--- config.mk ---
export PLATFORM = sky130hd
export DESIGN_NAME = sbck_ctrl
export DESIGN_NICKNAME = d
export VERILOG_FILES = /design/src/rtl/sbck_pkg.sv /design/src/rtl/sbck_ctrl.sv
export SDC_FILE = /design/constraint.sdc
export NUM_CORES = 1
export LEC_CHECK = 0
export ABC_AREA = 1
export BUFFER_PORTS_ARGS = -buffer_cell sky130_fd_sc_hd__buf_2
export CAP_MARGIN = 20
export CORE_AREA = 4 4 41 43
export DETAILED_ROUTE_END_ITERATION = 6
export DIE_AREA = 0 0 45 47
export HOLD_SLACK_MARGIN = 0.02
export SYNTH_ARGS = -nofsm -noshare
export SYNTH_HDL_FRONTEND = slang
export SYNTH_SLANG_ARGS = --single-unit
--- constraint.sdc ---
create_clock -name clk -period 1.4 [get_ports clk]
set_input_delay 0.42 -clock clk [delete_from_list [all_inputs] [get_ports clk]]
set_output_delay 0.42 -clock clk [all_outputs]
set_load 0.01 [all_outputs]
--- src/rtl/sbck_pkg.sv ---
// Shared constants, codes and control structs for the scaled sprite blit engine.
// No dependencies; every other file of the block uses this package.
package sbck_pkg;

	// Framebuffer and texture limits.
	localparam int FB_WIDTH    = 1024;
	localparam int FB_HEIGHT   = 768;
	localparam int TEX_DIM_MAX = 64;

	// Field widths of the words and registers.
	localparam int COLOR_W = 32;
	localparam int COORD_W = 12;
	localparam int OFS_W   = 11;
	localparam int TEXD_W  = 7;
	localparam int ADDR_W  = 12;
	localparam int STORE_DEPTH = 1 << ADDR_W;
	localparam int MODE_W  = 2;
	localparam int CFG_IDX_W  = 3;
	localparam int CFG_DATA_W = 32;

	// Sample coordinates stay below the clamped texture size.
	localparam int QUO_W  = $clog2(TEX_DIM_MAX);
	localparam int DVD_W  = OFS_W + QUO_W;
	localparam int DCNT_W = $clog2(QUO_W + 1);

	// Magenta texels are transparent.
	localparam logic [COLOR_W-1:0] COLOR_KEY = 32'h00FF_00FF;

	// Draw modes.
	localparam logic [MODE_W-1:0] MODE_FILL   = 2'd0;
	localparam logic [MODE_W-1:0] MODE_BORDER = 2'd1;
	localparam logic [MODE_W-1:0] MODE_IMAGE  = 2'd2;

	// Configuration register indexes.
	localparam logic [CFG_IDX_W-1:0] REG_DRAW_MODE  = 3'd0;
	localparam logic [CFG_IDX_W-1:0] REG_FILL_COLOR = 3'd1;
	localparam logic [CFG_IDX_W-1:0] REG_ORIGIN_X   = 3'd2;
	localparam logic [CFG_IDX_W-1:0] REG_ORIGIN_Y   = 3'd3;
	localparam logic [CFG_IDX_W-1:0] REG_QUAD_W     = 3'd4;
	localparam logic [CFG_IDX_W-1:0] REG_QUAD_H     = 3'd5;
	localparam logic [CFG_IDX_W-1:0] REG_TEX_W      = 3'd6;
	localparam logic [CFG_IDX_W-1:0] REG_TEX_H      = 3'd7;

	// Input command codes.
	localparam logic CMD_LOAD = 1'b0;
	localparam logic CMD_DRAW = 1'b1;

	// Source of the result word.
	localparam logic [1:0] OSEL_NONE = 2'd0;
	localparam logic [1:0] OSEL_FILL = 2'd1;
	localparam logic [1:0] OSEL_TEX  = 2'd2;

	// Commands from the controller to the datapath.
	typedef struct packed {
		logic       capture;
		logic       mem_wr;
		logic       div_start;
		logic       div_sel_y;
		logic       lat_sx;
		logic       lat_sy;
		logic       lat_addr;
		logic       mem_rd;
		logic       load_out;
		logic [1:0] osel;
	} ctrl_cmd_t;

	// Status from the datapath to the controller.
	typedef struct packed {
		logic              is_load;
		logic              pass;
		logic [MODE_W-1:0] mode;
		logic              border;
		logic              div_done;
		logic              out_free;
	} dp_stat_t;

endpackage

--- src/rtl/sbck_ctrl.sv ---
// Sequencing state machine of the blit engine; drives datapath commands.
// Depends on sbck_pkg for the command and status structs.
module sbck_ctrl (
	input  logic                  clk,
	input  logic                  arst_n,
	input  logic                  in_valid,
	output logic                  in_ready,
	input  sbck_pkg::dp_stat_t    stat,
	output sbck_pkg::ctrl_cmd_t   cmd
);
	import sbck_pkg::*;

	localparam logic [2:0] S_IDLE = 3'd0;
	localparam logic [2:0] S_EVAL = 3'd1;
	localparam logic [2:0] S_DIVX = 3'd2;
	localparam logic [2:0] S_DIVY = 3'd3;
	localparam logic [2:0] S_ADDR = 3'd4;
	localparam logic [2:0] S_READ = 3'd5;
	localparam logic [2:0] S_DONE = 3'd6;

	logic [2:0] state_q;
	logic [2:0] state_d;
	logic [1:0] osel_q;
	logic [1:0] osel_d;

	// Next state and command decode.
	always_comb begin
		state_d = state_q;
		osel_d  = osel_q;
		cmd     = '0;
		cmd.osel = osel_q;
		unique case (state_q)
			S_IDLE: begin
				if (in_valid) begin
					cmd.capture = 1'b1;
					state_d     = S_EVAL;
				end
			end
			S_EVAL: begin
				state_d = S_DONE;
				osel_d  = OSEL_NONE;
				if (stat.is_load) begin
					cmd.mem_wr = 1'b1;
				end else if (stat.pass) begin
					unique case (stat.mode)
						MODE_FILL: osel_d = OSEL_FILL;
						MODE_BORDER: osel_d = stat.border ? OSEL_FILL : OSEL_NONE;
						MODE_IMAGE: begin
							osel_d        = OSEL_TEX;
							cmd.div_start = 1'b1;
							state_d       = S_DIVX;
						end
						default: osel_d = OSEL_NONE;
					endcase
				end
			end
			S_DIVX: begin
				if (stat.div_done) begin
					cmd.lat_sx    = 1'b1;
					cmd.div_start = 1'b1;
					cmd.div_sel_y = 1'b1;
					state_d       = S_DIVY;
				end
			end
			S_DIVY: begin
				if (stat.div_done) begin
					cmd.lat_sy = 1'b1;
					state_d    = S_ADDR;
				end
			end
			S_ADDR: begin
				cmd.lat_addr = 1'b1;
				state_d      = S_READ;
			end
			S_READ: begin
				cmd.mem_rd = 1'b1;
				state_d    = S_DONE;
			end
			S_DONE: begin
				if (stat.out_free) begin
					cmd.load_out = 1'b1;
					state_d      = S_IDLE;
				end
			end
			default: state_d = S_IDLE;
		endcase
	end

	always_ff @(posedge clk or negedge arst_n) begin
		if (!arst_n) begin
			state_q <= S_IDLE;
			osel_q  <= OSEL_NONE;
		end else begin
			state_q <= state_d;
			osel_q  <= osel_d;
		end
	end

	assign in_ready = (state_q == S_IDLE);
endmodule

# Word-level counts from Yosys, hierarchy flattened
# Cells that the tools add are included.
dict set report totals {
  mem_bits_rw 0
  register_bits 5
  input_bits 10
  latchBits 0
  mem_bits_ro 0
  mem_count 0
}
dict set report classes {
  n_shift 0
  eq_ne 12
  n_addsub 0
  reduce_logical 3
  magnitude_cmp 0
  bitwise 0
  muxes 28
  div_mod_pow 0
  mul 0
}
# operator n
set ops {}
lappend ops {{$mux 3} 8}
lappend ops {{$pmux 3 s7} 1}
lappend ops {{$mux 1} 14}
lappend ops {{$eq 3x3->1 const B} 3}
lappend ops {{$ne 2x2->1 const B} 4}
lappend ops {{$eq 3x2->1 const B} 2}
lappend ops {{$mux 2} 3}
lappend ops {{$pmux 2 s3} 1}
lappend ops {{$reduce_and 4->1} 1}
lappend ops {{$eq 3x1->1 const B} 1}
lappend ops {{$logic_not 3->1} 1}
lappend ops {{$eq 2x1->1 const B} 1}
lappend ops {{$eq 2x2->1 const B} 1}
lappend ops {{$logic_not 2->1} 1}
lappend ops {{$pmux 1 s2} 1}

# Depth between registers and ports, before layout
# Gate-level depths: netlist of run 1.
dict set report logic_depth {
  ltp_word 5
  depth_mapped 7
  depth_no_buf 7
}

# Worst setup path before layout of run 1
# Ideal clock, no wire load.
dict set report synth_path {
  path_type {flip-flop to output port}
  startpoint {register state_q[2]}
  endpoint {output cmd[7] in the netlist's numbering}
  slack_ps -44
  path_stages_with_launch 5
  t_arrival_ps 1024
  path_cell_list {dfrtp_1 inv_2 nand3_1 nor2_1 buf_4}
}
# element line_no
set synth_lines {}
lappend synth_lines {{start, declared} sbck_ctrl.sv:21} ;# logic [2:0] state_q;
lappend synth_lines {{start signal, assigned} sbck_ctrl.sv:94} ;# state_q <= state_d;
lappend synth_lines {{end, declared} sbck_ctrl.sv:9} ;# output sbck_pkg::ctrl_cmd_t cmd

==> metrics.md, run 1 <==
| Metric | Value |
|---|---|
| Dpl hpwl | `850 um` |
| Hold path start | `stat[1]` |
| DR WL/cell | `9.78 um` |
| CP startpoint | `state_q[1]$_DFFE_PN0P_` |
| CP Capture Type | `primary output` |
| Width of the die | `45 um` |
| Final Cycle Share | `1.16` |
| GRT Residual Overflow | `0` |
| Synthesized cell area | `~400 um^2` |
| CTS tree | `yes` |
| Core area | `0.00130 mm^2` |
| Status | `finished with violations` |
| Pre-antenna DRT Iters | `3` |
| Area growth from synthesis to layout | `102%` |
| Io pins | `22` |
| Setup CP Type | `reg -> out` |
| Total die area | `0.00212 mm^2` |
| Final ANT Viol Nets | `0` |
| Max-Cap Viols | `0` |
| Routability Congestion | `0.768` |
| Final setup fails | `11` |
| Inserted Clock Buffers | `3` |
| Seq cells post-synth | `5` |
| Row count | `13` |
| Clock Pin Slew Worst Setup and Hold Paths | `0.04 ns` |
| Iter 0 DRT Violations | `7` |
| Vias in the first global route | `508` |
| Startpoint Class | `flip-flop` |
| Initial antenna violation count | `0` |
| Critical path arrival | `1.20 ns` |
| Register area share after synthesis | `0.312` |
| Crit Path Max Fanout | `5` |
| Starting density of the core | `0.309` |
| Vias per cell | `4.47` |
| Port bufs | `21` |
| Hold crit path type | `in -> reg` |
| Least-Margin Pin Slew | `0.213 ns` |
| Largest net degree at the start of global routing | `7` |
| Syn avg cell area | `6.38 um^2` |
| CTS Root Cell | `clkbuf_4` |
| Max Slew Vio Count | `0` |
| Crit path time final | `1.62 ns` |
| Antenna Diode Count | `0` |
| GR Util All Layers | `0.132` |
| Worst IR Drop VDD | `0.958 mV` |
| Fmax | `618 MHz` |
| Layout cells sized above 1 | `0.624` |
| Die height | `~47 um` |
| Failing checks | `negative setup slack` |
| Hold Violations, Final | `0` |
| WP data required | `between 0.9 and 1 ns` |
| First-pass GRT wire length | `1980 um` |
| CTS max path bufs | `2` |
| Fin Hold WS | `0.388 ns` |
| Final WL | `1210 um` |
| DR vias | `554` |
| Mapped Nets | `73` |
| Worst R2R Start | `state_q[0]$_DFFE_PN0P_` |
| Layout Utilization | `0.623` |
| Clock Skews | `0.00165 ns` |
| Yosys warns | `0` |
| Unrepaired setup endpoints after global routing | `true` |
| Worst Setup Slack, final | `-0.219 ns` |
| Worst slew margin | `0.858` |
| Pwr per Cell Area | `2170 mW/mm^2` |
| Post-synthesis cell type count | `17` |
| Clock Sinks | `5` |
| Drt drc | `0` |
| Mapped Cells | `63` |
| Setup Slack @ Placement | `-0.0349 ns` |
| Clk Latency, worst-skew pair | `0.23 ns` |
| Leak Pwr | `around 0.45 nW` |
| Nets | `120` |
| Total power | `about 1.8 mW` |
| H-tree levels | `1` |
| Fill count | `126` |
[cells by family (layout without fill, tap and decap cells)]
family,count (synthesis),in the layout,share of synthesized area
buf+inv,15,61,0.168
simple gates,38,38,0.442
compound gates,5,5,0.0779
flops,5,5,0.312
[what timing repair did]
| action | 4_1_cts | 5_1_grt |
|---|---|---|
| hold endpoints to repair | 5 | 0 |
| pin swaps | 4 | 6 |
| cloned | 0 | 0 |
| setup endpoints to repair | 10 | 11 |
| resized for setup | 10 | 13 |
| buffers inserted | 6 | 5 |
| hold buffers | 1 | 0 |
[power breakdown]
group          leakage, nW  switching (mW)  internal (mW)
Combinational        0.378           0.590          0.684
Sequential          0.0589          0.0932          0.227
Clock               0.0150          0.0555          0.108
Total                0.452           0.738           1.02
[area by class of cell]
cell class	instances	area (um^2)	share of cell area
Clock buffer	4	26.3	0.0324
Inverter	13	48.8	0.0602
Multi-Input combinational cell	43	268	0.330
Sequential cell	5	129	0.159
Tap cell	15	18.8	0.0231
Timing Repair Buffer	44	320	0.395
[flip-flops by register name, summed over array words and instances, names as in the netlist]
register and count:
state_q 3, osel_q 2
[synthesized netlist by cell type, drive strengths merged]
cell type  count  area, um^2
nand3          5        35.0
o21a           1        7.51
o211ai         1        7.51
nand2         15        61.3
buf            2        18.8
dfrtp          5         125
inv           13        48.8
o21ai          2        10.0
nor3           1        5.00
nand4          2        12.5
o22ai          1        6.26
nor2          15        63.8
[worst max-delay path: stages (launching register included)]
cell and delay, ns:
dfrtp_2 0.44, inv_2 0.07, nand2_2 0.07, nor2_4 0.11
inv_2 0.06, o22ai_2 0.07, buf_2 0.14
[cell usage in the layout (no fill, tap or decap)]
cell type	synthesis	layout
buf_12	0	1
buf_2	0	19
buf_4	1	17
buf_6	1	6
clkbuf_1	0	1
clkbuf_4	0	3
dfrtp_1	5	2
dfrtp_2	0	3
dlygate4sd3_1	0	1
inv_1	11	9
inv_2	2	4
nand2_1	13	12
nand2_2	2	3
nand3_1	3	1
nand3_2	2	2
nand3_4	0	2
nand4_1	2	2
nor2_1	12	8
nor2_2	3	4
nor2_4	0	3
nor3_1	1	1
o211ai_1	1	1
o21a_1	1	1
o21ai_1	2	2
o22ai_2	0	1
[final timing paths]
path / end / slack, ns / cells past startpoint
min: state_q[0]$_DFFE_PN0P_ / 0.39 / 2
max: cmd[8] / -0.22 / 6
min in group asynchronous: state_q[2]$_DFFE_PN0P_ / 0.52 / 2
max in group asynchronous: state_q[1]$_DFFE_PN0P_ / 0.74 / 2
max reg2reg: state_q[2]$_DFFE_PN0P_ / -0.06 / 10
min reg2reg: osel_q[0]$_DFFE_PN0P_ / 0.49 / 2
[stage by stage]
stage / cell area [um^2] / cells / TNS, ns
after floorplan: 404 / 63 / 0
after global placement: 592 / 108 / -0.0470
after detailed placement: 592 / 108 / -0.0674
after CTS: 702 / 119 / -1.78
after global routing: 811 / 124 / -2.71
final: 811 / 124 / -1.82
[metal layers]
| layer | routed length, um | GRT usage |
|---|---|---|
| met1 | 455 | 0.140 |
| met3 | 60 | 0.0345 |
| met2 | 684 | 0.240 |
| met4 | 12 | 0.0702 |
| met5 | 0 | 0 |
Note: power is estimated with default switching activity, not from simulation.
==> run 2: changes to the inputs <==
Settings changed: REMOVE_ABC_BUFFERS from default to 1.
==> run 2 against run 1 <==
The run still ends with negative setup slack left. Via count down 3.1%. Clock-buffer cell count down 1. Sequential power is essentially flat. Clock power increased by 5%. Cell count is 7.3% lower. Critical path depth is the same. Non-clock buffer count is 9 lower. Design area decreased by 12%. First-iteration DRC count is 29% lower. Clock skew up 0.0050 ns. Combinational power shrank 17%. Largest power group unchanged.
==> metrics.md, run 2 (synthesized netlist as in run 1, its figures left out) <==
| Metric | Value |
|---|---|
| Final Non-Filler Cells | `115 (-7.3%)` |
| Layout cells sized above 1 | `0.590 (-0.0339)` |
| Row count | `13 (unchanged)` |
| DR vias | `537 (-3.1%)` |
| Leak Pwr | `0.403 nW (-11%)` |
| CP Capture Type | `primary output` |
| First-pass GRT wire length | `1810 um (-8.7%)` |
| Unrepaired setup endpoints after global routing | `true` |
| Total die area | `0.00212 mm^2 (unchanged)` |
| Dpl hpwl | `916 um (+7.7%)` |
| Initial antenna violation count | `0 (unchanged)` |
| Antenna Diode Count | `0 (unchanged)` |
| CTS max path bufs | `2 (unchanged)` |
| Pwr per Cell Area | `2170 mW/mm^2 (about the same)` |
| Worst slew margin | `0.893 (+0.0349)` |
| WP data required | `0.98 ns (about the same)` |
| Max Slew Vio Count | `0 (unchanged)` |
| DR WL/cell | `10.2 um (+4.4%)` |
| Max-Cap Viols | `0 (unchanged)` |
| Largest regs | `state_q: 3 flops, osel_q: 2 flops` |
| Clock Pin Slew Worst Setup and Hold Paths | `0.05 ns (about the same)` |
| Hold Violations, Final | `0 (unchanged)` |
| Final setup fails | `10 (-1)` |
| Fmax | `615 MHz (-0.42%)` |
| Io pins | `22 (unchanged)` |
| Met2 usage | `0.212 (-0.0282)` |
| Status | `finished with violations` |
| Clock Sinks | `5 (unchanged)` |
| Drt drc | `0 (unchanged)` |
| Clk Latency, worst-skew pair | `0.25 ns (+0.02 ns)` |
| Largest net degree at the start of global routing | `7 (unchanged)` |
| Clock Skews | `0.00664 ns (+0.00498 ns)` |
| Width of the die | `45 um (unchanged)` |
| Max reg flops | `3 (unchanged)` |
| Fin Hold WS | `0.371 ns (-0.0168 ns)` |
| R2R cell count | `7 (-3)` |
| Fill count | `154 (+22%)` |
| Grt met1 use | `0.129 (-0.0115)` |
| Vias per cell | `4.67 (+4.5%)` |
| Top reg by flops | `state_q` |
| Most common cell after layout, fill and taps aside | `buf_2` |
| # placed instances | `107 (-0.93%)` |
| Final Cycle Share | `1.16 (+0.00490)` |
| Critical path arrival | `1.21 ns (about the same)` |
| Port bufs | `21 (unchanged)` |
| H-tree levels | `1 (unchanged)` |
| CTS Root Cell | `clkbuf_4` |
| Min-Delay Path Depth | `2 (unchanged)` |
| Crit Path Max Fanout | `5 (unchanged)` |
| Final WL | `1170 um (-3.2%)` |
| Core area | `0.00130 mm^2 (unchanged)` |
| CTS tree | `yes` |
| GRT Residual Overflow | `0 (unchanged)` |
| Most frequent cells in the layout | `buf_2, nand2_1, buf_4` |
| Iter 0 DRT Violations | `5 (-2)` |
| Nets | `111 (-7.5%)` |
| GR Util All Layers | `0.121 (-0.0119)` |
| Routability Congestion | `0.736 (-4.2%)` |
| Crit path time final | `1.63 ns (+0.00686 ns)` |
| Failing checks | `negative setup slack` |
| Setup Slack @ Placement | `-0.0578 ns (-0.0229 ns)` |
| Inserted Clock Buffers | `3 (unchanged)` |
| Area growth from synthesis to layout | `77.6%` |
| Starting density of the core | `0.309 (unchanged)` |
| Pre-antenna DRT Iters | `4 (+1)` |
| Worst Setup Slack, final | `-0.226 ns (-0.00686 ns)` |
| Startpoint Class | `flip-flop` |
| Setup CP Type | `reg -> out` |
| Die height | `47 um (unchanged)` |
| M3 GR Usage | `0.0230 (-0.0115)` |
| Least-Margin Pin Slew | `0.160 ns (-0.0534 ns)` |
| Most Used Layer, Global Route | `met2` |
| Hold crit path type | `in -> reg` |
| Worst IR Drop VDD | `0.964 mV (+0.68%)` |
| Vias in the first global route | `494 (-2.8%)` |
| Final ANT Viol Nets | `0 (unchanged)` |
[run 2: cell count changes in the layout (fill, tap and decap cells not counted), sizes merged]
cell | before | now
buf | 43 | 34
clkbuf | 4 | 3
clkinv | 0 | 1
[run 2: layer usage]
layer | vias up | routed length, um
li1 | 267 | -
met1 | 242 | 441
met2 | 25 | 616
met3 | 3 | 91
met4 | 0 | 25
met5 | - | 0
[run 2: report_power, final]
group	internal [mW]	leakage, nW	total (mW)	switching (mW)
Clock	0.104	0.0177	0.171	0.0671
Combinational	0.514	0.326	1.06	0.542
Sequential	0.227	0.0589	0.321	0.0935
[run 2: path summary, 6_finish.rpt]
check	from	end	slack, ns
worst max-delay path	state_q[1]$_DFFE_PN0P_	cmd[8]	-0.23
worst min-delay path	stat[1]	state_q[0]$_DFFE_PN0P_	0.37
worst max register to register	state_q[0]$_DFFE_PN0P_	state_q[2]$_DFFE_PN0P_	0.25
worst min register to register	osel_q[0]$_DFFE_PN0P_	osel_q[0]$_DFFE_PN0P_	0.49
max in group asynchronous	arst_n	state_q[2]$_DFFE_PN0P_	0.73
min in group asynchronous	arst_n	osel_q[0]$_DFFE_PN0P_	0.52
[run 2: layout make-up]
type,instances,area [um^2],share of cell area
Clock inverter,1,5.00,0.00702
Tap cell,15,18.8,0.0263
Multi-Input combinational cell,43,259,0.363
Inverter,13,48.8,0.0684
Timing Repair Buffer,35,230,0.323
Clock buffer,3,22.5,0.0316
Sequential cell,5,129,0.181
[run 2: worst max-delay path, stage by stage (launching register included)]
cell     delay [ns]
dfrtp_2        0.43
inv_2          0.06
nand2_2        0.06
nor2_4         0.10
inv_2          0.05
o22ai_1        0.10
buf_2          0.15
[run 2: stage by stage]
stage / instance area [um^2] / power (mW) / util / TNS (ns)
4_1_cts: 658 / 1.40 / 0.506 / -2.04
5_1_grt: 713 / 1.69 / 0.548 / -2.54
6_report: 713 / 1.55 / 0.548 / -1.85
3_5_place_dp: 582 / 1.12 / 0.447 / -0.0578
3_3_place_gp: 582 / 1.11 / 0.447 / -0.00501
2_1_floorplan: 383 / 0.732 / - / -0.0272
[run 2: repair_timing]
action	in CTS	in global routing
hold buffers	1	0
setup buffers	1	2
hold endpoints to repair	5	0
setup endpoints to repair	10	10
pin swaps	1	3
gates resized for setup	10	11
==> run 3: changes to the inputs <==
Settings changed: CTS_BUF_LIST from default to sky130_fd_sc_hd__clkbuf_8.
==> run 3 against run 2 <==
The run still ends with negative setup slack left. Via count unchanged. Die area unchanged. Design area increased by 3.9%. Setup slack improved by 0.0059 ns. Core utilization increased by 2.1 points. Cell count increased by 1.7%. Global-route usage increased by 1.1 points. Maximum frequency increased by 0.37%. Sequential power increased by 1%. Register-to-register slack got worse by 0.02 ns. Routed wire length increased by 7.8%. Critical endpoint unchanged. Largest cell class unchanged.
==> metrics.md, run 3 (synthesized netlist as in run 1, its figures left out) <==
| Metric | Value |
|---|---|
| GRT Residual Overflow | `0 (unchanged)` |
| Status | `finished with violations` |
| Crit path time final | `1.62 ns (-0.00592 ns)` |
| Pre-antenna DRT Iters | `4 (unchanged)` |
| First-pass GRT wire length | `1930 um (+6.9%)` |
| Drt drc | `0 (unchanged)` |
| Iter 0 DRT Violations | `12 (+7)` |
| Width of the die | `45 um (unchanged)` |
| Core area | `0.00130 mm^2 (unchanged)` |
| Top reg by flops | `state_q` |
| Total die area | `0.00212 mm^2 (unchanged)` |
| Pwr per Cell Area | `2260 mW/mm^2 (+4.4%)` |
| Largest regs | `state_q: 3 flops, osel_q: 2 flops` |
| Fmax | `617 MHz (+0.37%)` |
| Switching Share | `0.430 (-0.0235)` |
| Most frequent cells in the layout | `buf_2, buf_4, nand2_1` |
| Routability Congestion | `0.736 (unchanged)` |
| Io pins | `22 (unchanged)` |
| Final ANT Viol Nets | `0 (unchanged)` |
| Leak Pwr | `0.421 nW (+4.6%)` |
| Setup CP Type | `reg -> out` |
| CTS Root Cell | `clkbuf_8` |
| CP Capture Type | `primary output` |
| Max Slew Vio Count | `0 (unchanged)` |
| Final WL | `1270 um (+7.8%)` |
| Worst slew margin | `0.894 (+0.00114)` |
| Fin Hold WS | `0.398 ns (+0.0268 ns)` |
| H-tree levels | `1 (unchanged)` |
| Hold Violations, Final | `0 (unchanged)` |
| Clock share of power | `0.162 (+0.052)` |
| Vias per cell | `4.59 (-1.7%)` |
| Hold crit path type | `in -> reg` |
| Int Power | `956 uW (+13%)` |
| DR vias | `537 (unchanged)` |
| Clk Latency, worst-skew pair | `0.22 ns (-0.03 ns)` |
| Antenna Diode Count | `0 (unchanged)` |
| Nets | `113 (+1.8%)` |
| Starting density of the core | `0.309 (unchanged)` |
| Dpl hpwl | `916 um (unchanged)` |
| Layout cells sized above 1 | `0.598 (+0.00804)` |
| Vias in the first global route | `509 (+3.0%)` |
| Die height | `47 um (unchanged)` |
| Psw | `722 uW (+2.8%)` |
| GR Util All Layers | `0.132 (+0.0111)` |
| Port bufs | `21 (unchanged)` |
| Inserted Clock Buffers | `3 (unchanged)` |
| Comb pwr share | `0.644 (-0.038)` |
| Crit Path Max Fanout | `5 (unchanged)` |
| Clock Pin Slew Worst Setup and Hold Paths | `0.04 ns (about the same)` |
| Failing checks | `negative setup slack` |
| Final Cycle Share | `1.16 (-0.00423)` |
| Largest net degree at the start of global routing | `7 (unchanged)` |
| CTS max path bufs | `2 (unchanged)` |
| Setup Slack @ Placement | `-0.0578 ns (unchanged)` |
| Initial antenna violation count | `0 (unchanged)` |
| Most common cell after layout, fill and taps aside | `buf_2` |
| Layout Utilization | `0.569 (+0.0212)` |
| DR WL/cell | `10.8 um (+5.9%)` |
| Startpoint Class | `flip-flop` |
| Sequential share of power | `0.194 (-0.013)` |
| Max reg flops | `3 (unchanged)` |
| Row count | `13 (unchanged)` |
| Unrepaired setup endpoints after global routing | `true` |
| WP data required | `0.98 ns (about the same)` |
| Clock Sinks | `5 (unchanged)` |
| Final setup fails | `10 (unchanged)` |
| Worst IR Drop VDD | `1.06 mV (+10%)` |
| Clock Skews | `0.00216 ns (-0.00448 ns)` |
| CTS tree | `yes` |
| Worst Setup Slack, final | `-0.220 ns (+0.00592 ns)` |
| Max-Cap Viols | `0 (unchanged)` |
| Critical path arrival | `1.20 ns (about the same)` |
| Area growth from synthesis to layout | `84.4%` |
| Least-Margin Pin Slew | `0.158 ns (-0.00169 ns)` |
[run 3: cell count changes in the layout (fill, tap and decap cells not counted), sizes merged]
cell | before | now
buf | 34 | 36
[run 3: critical path: stages (launching register included)]
cell and delay (ns):
dfrtp_2 0.46, inv_2 0.10, nand3_2 0.11, o22ai_1 0.16, buf_2 0.15
[run 3: metal layers]
metal  share of wire  vias up  GRT usage
li1                -      270          -
met4           0.017        0     0.0877
met1            0.36      236      0.136
met2            0.54       28      0.234
met5               0        -          0
met3           0.085        3     0.0345
[run 3: repair_timing]
action                                 in CTS  in global routing
endpoints found under the hold margin       5                  0
hold buffers                                1                  0
pin swaps                                   1                  2
gates resized for setup                    10                 10
setup endpoints to repair                  10                 10
setup buffers                               1                  4
[run 3: layout make-up]
class	count	area, um^2
clock buffers	3	41.3
clock inverters	1	5.00
fillers	145	561
inverters	13	48.8
multi-input cells	43	256
flip-flops and latches	5	129
well taps	15	18.8
repair buffers	37	241
[run 3: stage by stage]
stage	total power [mW]	setup TNS, ns	area [um^2]	instances
finish	1.68	-1.70	741	117
global placement	1.11	-0.00501	582	107
global route	1.83	-2.38	741	117
CTS	1.50	-1.73	677	113
detailed placement	1.12	-0.0578	582	107
floorplan	0.732	-0.0272	383	61
[run 3: power by group through the flow]
| stage | Combinational [mW] | Sequential, mW | Clock, mW |
|---|---|---|---|
| 3_5_place_dp | 0.826 | 0.294 | 0 |
| 5_1_grt | 1.20 | 0.336 | 0.291 |
| 3_3_place_gp | 0.812 | 0.294 | 0 |
| 4_1_cts | 0.911 | 0.317 | 0.274 |
| 6_report | 1.08 | 0.325 | 0.272 |
| 2_1_floorplan | 0.410 | 0.321 | 0 |
[run 3: final timing paths]
path,startpoint,to,slack [ns],cells after the start
setup / recovery,state_q[0]$_DFFE_PN0P_,cmd[8],-0.22,4
hold / removal,stat[1],state_q[0]$_DFFE_PN0P_,0.40,2
setup reg to reg,state_q[1]$_DFFE_PN0P_,osel_q[0]$_DFFE_PN0P_,0.23,8
hold reg to reg,osel_q[0]$_DFFE_PN0P_,osel_q[0]$_DFFE_PN0P_,0.49,2
max in group asynchronous,arst_n,state_q[2]$_DFFE_PN0P_,0.70,2
min in group asynchronous,arst_n,osel_q[0]$_DFFE_PN0P_,0.55,2
